File: src/sv/interval_timer_io_ports_macros.svh
// Assertion macros for the interval timer and I/O port block.
// Included by the RTL modules that carry concurrent assertions.
`ifndef INTERVAL_TIMER_IO_PORTS_MACROS_SVH
`define INTERVAL_TIMER_IO_PORTS_MACROS_SVH

// Same-cycle implication, disabled while reset is high.
`define ITIO_ASSERT_NOW(label, clk, rst, ante, cons, msg) \
   label: assert property (@(posedge clk) disable iff (rst) (ante) |-> (cons)) \
      else $error(msg);

// Next-cycle implication, disabled while reset is high.
`define ITIO_ASSERT_NEXT(label, clk, rst, ante, cons, msg) \
   label: assert property (@(posedge clk) disable iff (rst) (ante) |=> (cons)) \
      else $error(msg);

`endif

File: src/sv/itio_pkg.sv
// Types, codes and constants for the interval timer and I/O port block.
// No dependencies; imported by interval_timer_io_ports and the testbench.
`default_nettype none

package itio_pkg;

   typedef logic [1:0]  cmd_type;
   typedef logic [4:0]  addr_type;
   typedef logic [7:0]  byte_type;
   typedef logic [10:0] prescale_type;
   typedef logic [1:0]  reg_sel_type;

   localparam cmd_type CMD_TICK  = 2'd0;
   localparam cmd_type CMD_READ  = 2'd1;
   localparam cmd_type CMD_WRITE = 2'd2;

   localparam reg_sel_type REG_PA_DATA = 2'd0;
   localparam reg_sel_type REG_PA_DIR  = 2'd1;
   localparam reg_sel_type REG_PB_DATA = 2'd2;
   localparam reg_sel_type REG_PB_DIR  = 2'd3;

   localparam int ADDR_TIMER_RD_BIT = 2;
   localparam int ADDR_TIMER_WR_BIT = 4;
   localparam int ADDR_FLAG_SEL_BIT = 0;

   localparam prescale_type PRESCALE_RESET = 11'd1024;
   localparam byte_type     TIMER_WRAP     = 8'hFF;
   localparam byte_type     FLAG_READ_SET  = 8'h80;

   function automatic prescale_type prescale_of(input reg_sel_type sel);
      prescale_type r;
      case (sel)
         2'd0:    r = 11'd1;
         2'd1:    r = 11'd8;
         2'd2:    r = 11'd64;
         default: r = 11'd1024;
      endcase
      return r;
   endfunction

endpackage

`default_nettype wire

File: src/sv/interval_timer_io_ports.sv
// Interval timer with prescaler plus joystick / console switch ports.
// Depends on itio_pkg and interval_timer_io_ports_macros.svh.
//
//   channel | valid     | stall     | payload
//   --------+-----------+-----------+-------------------------------------------
//   req     | req_valid | req_stall | cmd, reg_addr, write_data, joystick, switches
//   rsp     | rsp_valid | rsp_stall | read_data, timer_flag
//
// One beat per clock sustained while rsp_stall is low; each beat passes through
// the input register, then the result register. Timer state updates as the item
// leaves the input register. req_stall rises only when the input register is full
// and the result register is held by rsp_stall. Synchronous reset clears the timer,
// ports and both valid bits; prescaler comes out of reset at 1024.
`default_nettype none

`include "interval_timer_io_ports_macros.svh"

module interval_timer_io_ports (
   input  wire logic               clock,
   input  wire logic               reset,
   input  wire logic               req_valid,
   output      logic               req_stall,
   input  wire itio_pkg::cmd_type  req_cmd,
   input  wire itio_pkg::addr_type req_reg_addr,
   input  wire itio_pkg::byte_type req_write_data,
   input  wire itio_pkg::byte_type req_joystick_pressed,
   input  wire logic               req_reset_switch,
   input  wire logic               req_select_switch,
   input  wire logic               req_color_mode,
   input  wire logic               req_left_difficulty,
   input  wire logic               req_right_difficulty,
   output      logic               rsp_valid,
   input  wire logic               rsp_stall,
   output      itio_pkg::byte_type rsp_read_data,
   output      logic               rsp_timer_flag
);
   import itio_pkg::*;

   // input register
   logic     s1_valid_ff;
   cmd_type  s1_cmd_ff;
   addr_type s1_addr_ff;
   byte_type s1_wdata_ff;
   byte_type s1_joy_ff;
   logic     s1_rst_sw_ff, s1_sel_sw_ff, s1_color_ff, s1_ldiff_ff, s1_rdiff_ff;

   // result register
   logic     rsp_valid_ff;
   byte_type rsp_data_ff, rsp_data_in;
   logic     rsp_flag_ff;

   // block state
   byte_type     timer_count_ff, timer_count_in;
   prescale_type prescale_count_ff, prescale_count_in;
   prescale_type prescale_reload_ff, prescale_reload_in;
   logic         fast_count_ff, fast_count_in;
   logic         underflow_ff, underflow_in;
   byte_type     pa_latch_ff, pa_latch_in;
   byte_type     pa_dir_ff, pa_dir_in;
   byte_type     pb_dir_ff, pb_dir_in;

   logic out_free, process, s1_load;

   assign out_free  = !rsp_valid_ff || !rsp_stall;
   assign process   = s1_valid_ff && out_free;
   assign req_stall = s1_valid_ff && !out_free;
   assign s1_load   = req_valid && !req_stall;

   always_comb begin
      timer_count_in     = timer_count_ff;
      prescale_count_in  = prescale_count_ff;
      prescale_reload_in = prescale_reload_ff;
      fast_count_in      = fast_count_ff;
      underflow_in       = underflow_ff;
      pa_latch_in        = pa_latch_ff;
      pa_dir_in          = pa_dir_ff;
      pb_dir_in          = pb_dir_ff;
      rsp_data_in        = '0;
      unique case (s1_cmd_ff)
         CMD_TICK: begin
            if (fast_count_ff) begin
               timer_count_in = timer_count_ff - 8'd1;
            end else if (prescale_count_ff <= 11'd1) begin
               prescale_count_in = prescale_reload_ff;
               if (timer_count_ff == '0) begin
                  timer_count_in = TIMER_WRAP;
                  fast_count_in  = 1'b1;
                  underflow_in   = 1'b1;
               end else begin
                  timer_count_in = timer_count_ff - 8'd1;
               end
            end else begin
               prescale_count_in = prescale_count_ff - 11'd1;
            end
         end
         CMD_READ: begin
            if (s1_addr_ff[ADDR_TIMER_RD_BIT]) begin
               if (s1_addr_ff[ADDR_FLAG_SEL_BIT]) begin
                  rsp_data_in = underflow_ff ? FLAG_READ_SET : '0;
               end else begin
                  rsp_data_in  = timer_count_ff;
                  underflow_in = 1'b0;
               end
            end else begin
               unique case (s1_addr_ff[1:0])
                  REG_PA_DATA: rsp_data_in = (~s1_joy_ff & ~pa_dir_ff) | (pa_latch_ff & pa_dir_ff);
                  REG_PA_DIR:  rsp_data_in = pa_dir_ff;
                  REG_PB_DATA: rsp_data_in = {s1_rdiff_ff, s1_ldiff_ff, 2'b11, s1_color_ff,
                                              1'b1, ~s1_sel_sw_ff, ~s1_rst_sw_ff};
                  default:     rsp_data_in = pb_dir_ff;
               endcase
            end
         end
         CMD_WRITE: begin
            if (s1_addr_ff[ADDR_TIMER_WR_BIT]) begin
               timer_count_in     = s1_wdata_ff;
               prescale_reload_in = prescale_of(s1_addr_ff[1:0]);
               prescale_count_in  = prescale_of(s1_addr_ff[1:0]);
               fast_count_in      = 1'b0;
               underflow_in       = 1'b0;
            end else begin
               unique case (s1_addr_ff[1:0])
                  REG_PA_DATA: pa_latch_in = s1_wdata_ff;
                  REG_PA_DIR:  pa_dir_in   = s1_wdata_ff;
                  REG_PB_DATA: ;
                  default:     pb_dir_in   = s1_wdata_ff;
               endcase
            end
         end
         default: ;
      endcase
   end

   always_ff @(posedge clock) begin
      if (reset) begin
         s1_valid_ff        <= 1'b0;
         rsp_valid_ff       <= 1'b0;
         timer_count_ff     <= '0;
         prescale_count_ff  <= PRESCALE_RESET;
         prescale_reload_ff <= PRESCALE_RESET;
         fast_count_ff      <= 1'b0;
         underflow_ff       <= 1'b0;
         pa_latch_ff        <= '0;
         pa_dir_ff          <= '0;
         pb_dir_ff          <= '0;
      end else begin
         if (s1_load) begin
            s1_valid_ff <= 1'b1;
         end else if (process) begin
            s1_valid_ff <= 1'b0;
         end
         if (out_free) begin
            rsp_valid_ff <= s1_valid_ff;
         end
         if (process) begin
            timer_count_ff     <= timer_count_in;
            prescale_count_ff  <= prescale_count_in;
            prescale_reload_ff <= prescale_reload_in;
            fast_count_ff      <= fast_count_in;
            underflow_ff       <= underflow_in;
            pa_latch_ff        <= pa_latch_in;
            pa_dir_ff          <= pa_dir_in;
            pb_dir_ff          <= pb_dir_in;
         end
      end
   end

   always_ff @(posedge clock) begin
      if (s1_load) begin
         s1_cmd_ff    <= req_cmd;
         s1_addr_ff   <= req_reg_addr;
         s1_wdata_ff  <= req_write_data;
         s1_joy_ff    <= req_joystick_pressed;
         s1_rst_sw_ff <= req_reset_switch;
         s1_sel_sw_ff <= req_select_switch;
         s1_color_ff  <= req_color_mode;
         s1_ldiff_ff  <= req_left_difficulty;
         s1_rdiff_ff  <= req_right_difficulty;
      end
      if (process) begin
         rsp_data_ff <= rsp_data_in;
         rsp_flag_ff <= underflow_in;
      end
   end

   assign rsp_valid      = rsp_valid_ff;
   assign rsp_read_data  = rsp_data_ff;
   assign rsp_timer_flag = rsp_flag_ff;

   `ITIO_ASSERT_NOW(a_stall_needs_item, clock, reset, req_stall,
      s1_valid_ff && rsp_valid_ff, "req_stall without a held beat")
   `ITIO_ASSERT_NEXT(a_process_fills_out, clock, reset, process,
      rsp_valid_ff, "processed beat did not reach result register")
   `ITIO_ASSERT_NOW(a_prescale_range, clock, reset, 1'b1,
      prescale_count_ff != '0 && prescale_count_ff <= PRESCALE_RESET,
      "prescale count out of range")
   `ITIO_ASSERT_NEXT(a_timer_write_clears, clock, reset,
      process && s1_cmd_ff == CMD_WRITE && s1_addr_ff[ADDR_TIMER_WR_BIT],
      !fast_count_ff && !underflow_ff && !rsp_timer_flag,
      "timer write did not clear flag and fast mode")

endmodule

`default_nettype wire

File: config.mk
export PLATFORM = sky130hd
export DESIGN_NAME = interval_timer_io_ports
export DESIGN_NICKNAME = d
export VERILOG_FILES = /design/src/sv/itio_pkg.sv /design/src/sv/interval_timer_io_ports.sv
export VERILOG_INCLUDE_DIRS = /design/src /design/src/sv
export SDC_FILE = /design/constraint.sdc
export NUM_CORES = 1
export LEC_CHECK = 0
export BUFFER_PORTS_ARGS = -buffer_cell sky130_fd_sc_hd__buf_2
export CAP_MARGIN = 25
export CORE_MARGIN = 10
export CORE_UTILIZATION = 53
export DETAILED_ROUTE_END_ITERATION = 10
export PLACE_DENSITY_LB_ADDON = 0.15
export SLEW_MARGIN = 20
export SYNTH_ARGS = -nofsm -noshare
export SYNTH_HDL_FRONTEND = slang
export SYNTH_SLANG_ARGS = --single-unit
File: constraint.sdc
create_clock -name clock -period 1.9 [get_ports clock]
set_input_delay 0.095 -clock clock [delete_from_list [all_inputs] [get_ports clock]]
set_output_delay 0.095 -clock clock [all_outputs]
set_load 0.02 [all_outputs]
==> impl_summary.txt <==
----------------------------------------------------
[Finish]
  Number of nets in the layout ... 509
  Antenna diode count ... 0
  Fin area ... 5010 um2
  Top library cells by usage in the layout, fill and taps aside ... dfxtp_1 (50), buf_2 (41), nor2_1 (36), edfxtp_1 (36), mux2i_1 (32)
  Fraction of layout instances using a drive strength above 1 ... 0.226
  P&R area growth vs syn ... 23.7%
  Most frequent standard cell in the layout excluding fill and tap cells ... dfxtp_1

[Detailed routing]
  Vias ... 3,388
  Detail Route Antenna Nets ... 0
  DRC violations left ... 0
  Average wire per standard cell ... 17.5 um
  Via count normalized by instance count ... 5.87
  First-iteration detailed-routing DRC count ... 208
  Number of detailed-routing iterations run before antenna repair ... 5
  Wire length reported by the detailed router ... 10,100 um

[Timing]
  Max transition margin ... 0.649
  Min Clock Period, post-route ... 1830 ps
  Pins over their slew limit ... 0
  # setup viols final ... 0
  Layout Skew ... 17.7 ps
  Count of final hold-check violations ... 0
  Worst-margin pin slew ... 527 ps
  Final period utilization ... 0.964
  Top achievable clock speed ... 0.546 GHz
  Slack of the critical path ... 68.8 ps

[Clocking]
  Register clock-pin slew on the reported worst setup and hold paths ... 90 ps
  Master cell of the clock root buffer ... clkbuf_8
  Number of buffers created by CTS ... 9
  CTS tree ... done
  # H-tree levels ... 3
  CTS max path bufs ... 2
  Source-to-sink clock delay at the later pin of the worst-skew pair ... 360 ps
  Number of clock sinks seen by CTS ... 87

[Placement]
  Port-buffer cells ... 41
  Post-Place Setup Slack ... 49.2 ps
  Instance area at placement ... 4500 um2
  Gp weighted congestion ... 0.903
  Detailed placement HPWL ... 6810 um

[Setup path]
  Critical Path AT ... 2030 ps
  Critical path, cell by cell ... or4_1, nor3_1, nand4_1, nand2_1
  Max incr delay on CP ... 570 ps
  Crit path max-delay cell type ... or4_1
  CP Launch Type ... flop
  Critical path endpoint category ... flop
  CP Class ... flop to flop
  Largest fanout of any net on the critical path ... 7
  Critical path required time ... 2100 ps

[Power and ir drop]
  Power Dens Cells ... 793 nW/um2
  Maximum vdd drop ... 487 uV
  Static power due to leakage ... 2.09 nW

[Global routing]
  Global-route total usage across every layer ... 0.177
  Number of global-route vias before repair ... 3,340
  Global route overflow ... 0
  Pin count of the biggest net entering global routing ... 43
  Initial antenna violation count ... 0
  First-pass GRT wire length ... 16,400 um

[Synthesis]
  Multiplexer share of the synthesized area ... 0.0819
  Mapped cell area ... 4050 um2
  Warnings, synthesis ... 0
  Post-Syn Nets ... 418
  Number of different library cells in the post-synthesis netlist ... 65
  Most common flop cell mapped by yosys ... dfxtp_1
  Synthesized-area fraction occupied by adder cells ... 0.0124
  Sequential-to-total area share from yosys stat ... 0.519
  Cell count after synthesis ... 382
  Post-synth EDFFs ... 36
  Share of the synthesized area in compound gates (AO/OA/AOI/OAI) ... 0.161
  Area share of xor/xnor cells in the synthesized design ... 0
  Simple-Gate Fraction of Synth Area ... 0.187
  Seq cells post-synth ... 87
  Cell taking the most area after synthesis ... edfxtp_1
  Area share of the leading cell type in the synthesized netlist ... 0.267
  Avg Synthesized Cell Area ... 10.6 um2
  Largest cells by area after synthesis ... edfxtp_1 (27%), dfxtp_1 (25%), mux2i_1 (7.9%), nor2_1 (3.3%), nand2_1 (2.7%)
  Dominant combinational cell family by area after synthesis ... simple AND/OR/NAND/NOR gates
  FFs w/ async S/R, synth ... 0

[Die]
  Core Region ... 7330 um2
  Num rows ... 31
  Die area ... 11,500 um2
  Die boundary width ... 107 um
  Die Span Y ... 107 um
  Count of boundary I/O pins ... 43
  Starting utilization of the core area ... 0.552

[Job]
  Number of max-cap violations ... 0

[Worst hold path]
  Worst hold path class ... primary input to flop

[Outcome]
  Result of the run ... finished clean

----------------------------------------------------
-- sequential cells by signal, indices dropped and copies added (netlist names), 2 cells and up --
register            cells
timer_count_ff          8
rsp_read_data           8
s1_addr_ff              4
s1_joy_ff               8
prescale_count_ff      11
pa_dir_ff               8
prescale_reload_ff      4
s1_cmd_ff               2
pa_latch_ff             8
pb_dir_ff               8
s1_wdata_ff             8
-- final cells by class --
cell class | instances | area [um2]
Inverter | 12 | 45.0
Fill cell | 565 | 2320
Multi-Input combinational cell | 262 | 1810
Clock buffer | 10 | 128
Sequential cell | 87 | 2100
Timing Repair Buffer | 101 | 728
Tap cell | 99 | 124
Clock inverter | 6 | 68.8
-- power by group --
part | switching, mW | internal, mW | leakage (nW) | total (mW)
Clock | 0.675 | 0.615 | 0.0968 | 1.29
Sequential | 0.0834 | 2.03 | 0.761 | 2.11
Combinational | 0.290 | 0.279 | 1.24 | 0.570
Total | 1.05 | 2.92 | 2.09 | 3.97
-- timing repair --
| action | CTS | global route |
|---|---|---|
| hold buffers | 29 | 0 |
| setup buffers | 0 | 0 |
| setup endpoints to repair | 0 | 8 |
| endpoints found under the hold margin | 29 | 0 |
| resized for setup | 0 | 6 |
-- path summary, 6_finish.rpt --
path	slack [ps]	end	cells past startpoint	start
worst max-delay path	70	rsp_timer_flag	4	timer_count_ff[6]
worst min-delay path	170	prescale_reload_ff[10]	4	reset
worst max register to register	70	rsp_timer_flag	4	timer_count_ff[6]
worst min register to register	460	prescale_reload_ff[3]	2	prescale_reload_ff[3]
-- metal layers --
layer | vias up | wire (um) | share of wire | track usage
li1 | 1628 | - | - | -
met1 | 1626 | 4290 | 0.42 | 0.216
met2 | 113 | 5030 | 0.50 | 0.291
met3 | 21 | 591 | 0.058 | 0.0461
met4 | 0 | 195 | 0.019 | 0.0687
met5 | - | 0 | 0 | 0
-- metrics by stage --
step                      setup TNS (ps)  power, mW  instances  hold WS [ps]   util
after detailed placement               0       2.65        532           273  0.614
after global routing               -47.2       4.14        577           200  0.683
final                                  0       3.97        577           173  0.683
after global placement                 0       2.64        532           271  0.614
after CTS                              0       3.99        577           162  0.680
after floorplan                        0       2.48        382           194      -
-- synthesized netlist by cell type (4+ instances only) --
cell / number
nand2b_1: 9
nand4_1: 5
o21bai_1: 4
nor2_1: 36
o211ai_1: 5
nor4_1: 4
or3_1: 4
buf_2: 4
a21o_1: 4
and3_1: 4
nor3_1: 10
o21ai_0: 19
nand3_1: 6
nor2b_1: 5
mux2i_1: 32
clkbuf_1: 12
a21oi_1: 10
ha_1: 4
nand2_1: 29
inv_1: 12
o221ai_1: 7
a32o_1: 5
edfxtp_1: 36
o311ai_0: 5
a31oi_1: 5
dfxtp_1: 51
or4_1: 4
-- critical path, delay by kind of cell (launching register included) --
family | cells | cell delay [ps]
AND/OR/NAND/NOR | 4 | 1280
flip-flops | 1 | 390
-- cell families after synthesis --
family                     Yosys count
AOI/OAI and AO/OA                   90
adders and majority gates            4
buffers and inverters               33
DFF                                 87
muxes                               33
and+or+nand+nor                    135
Note: power is estimated with default switching activity, not from simulation.
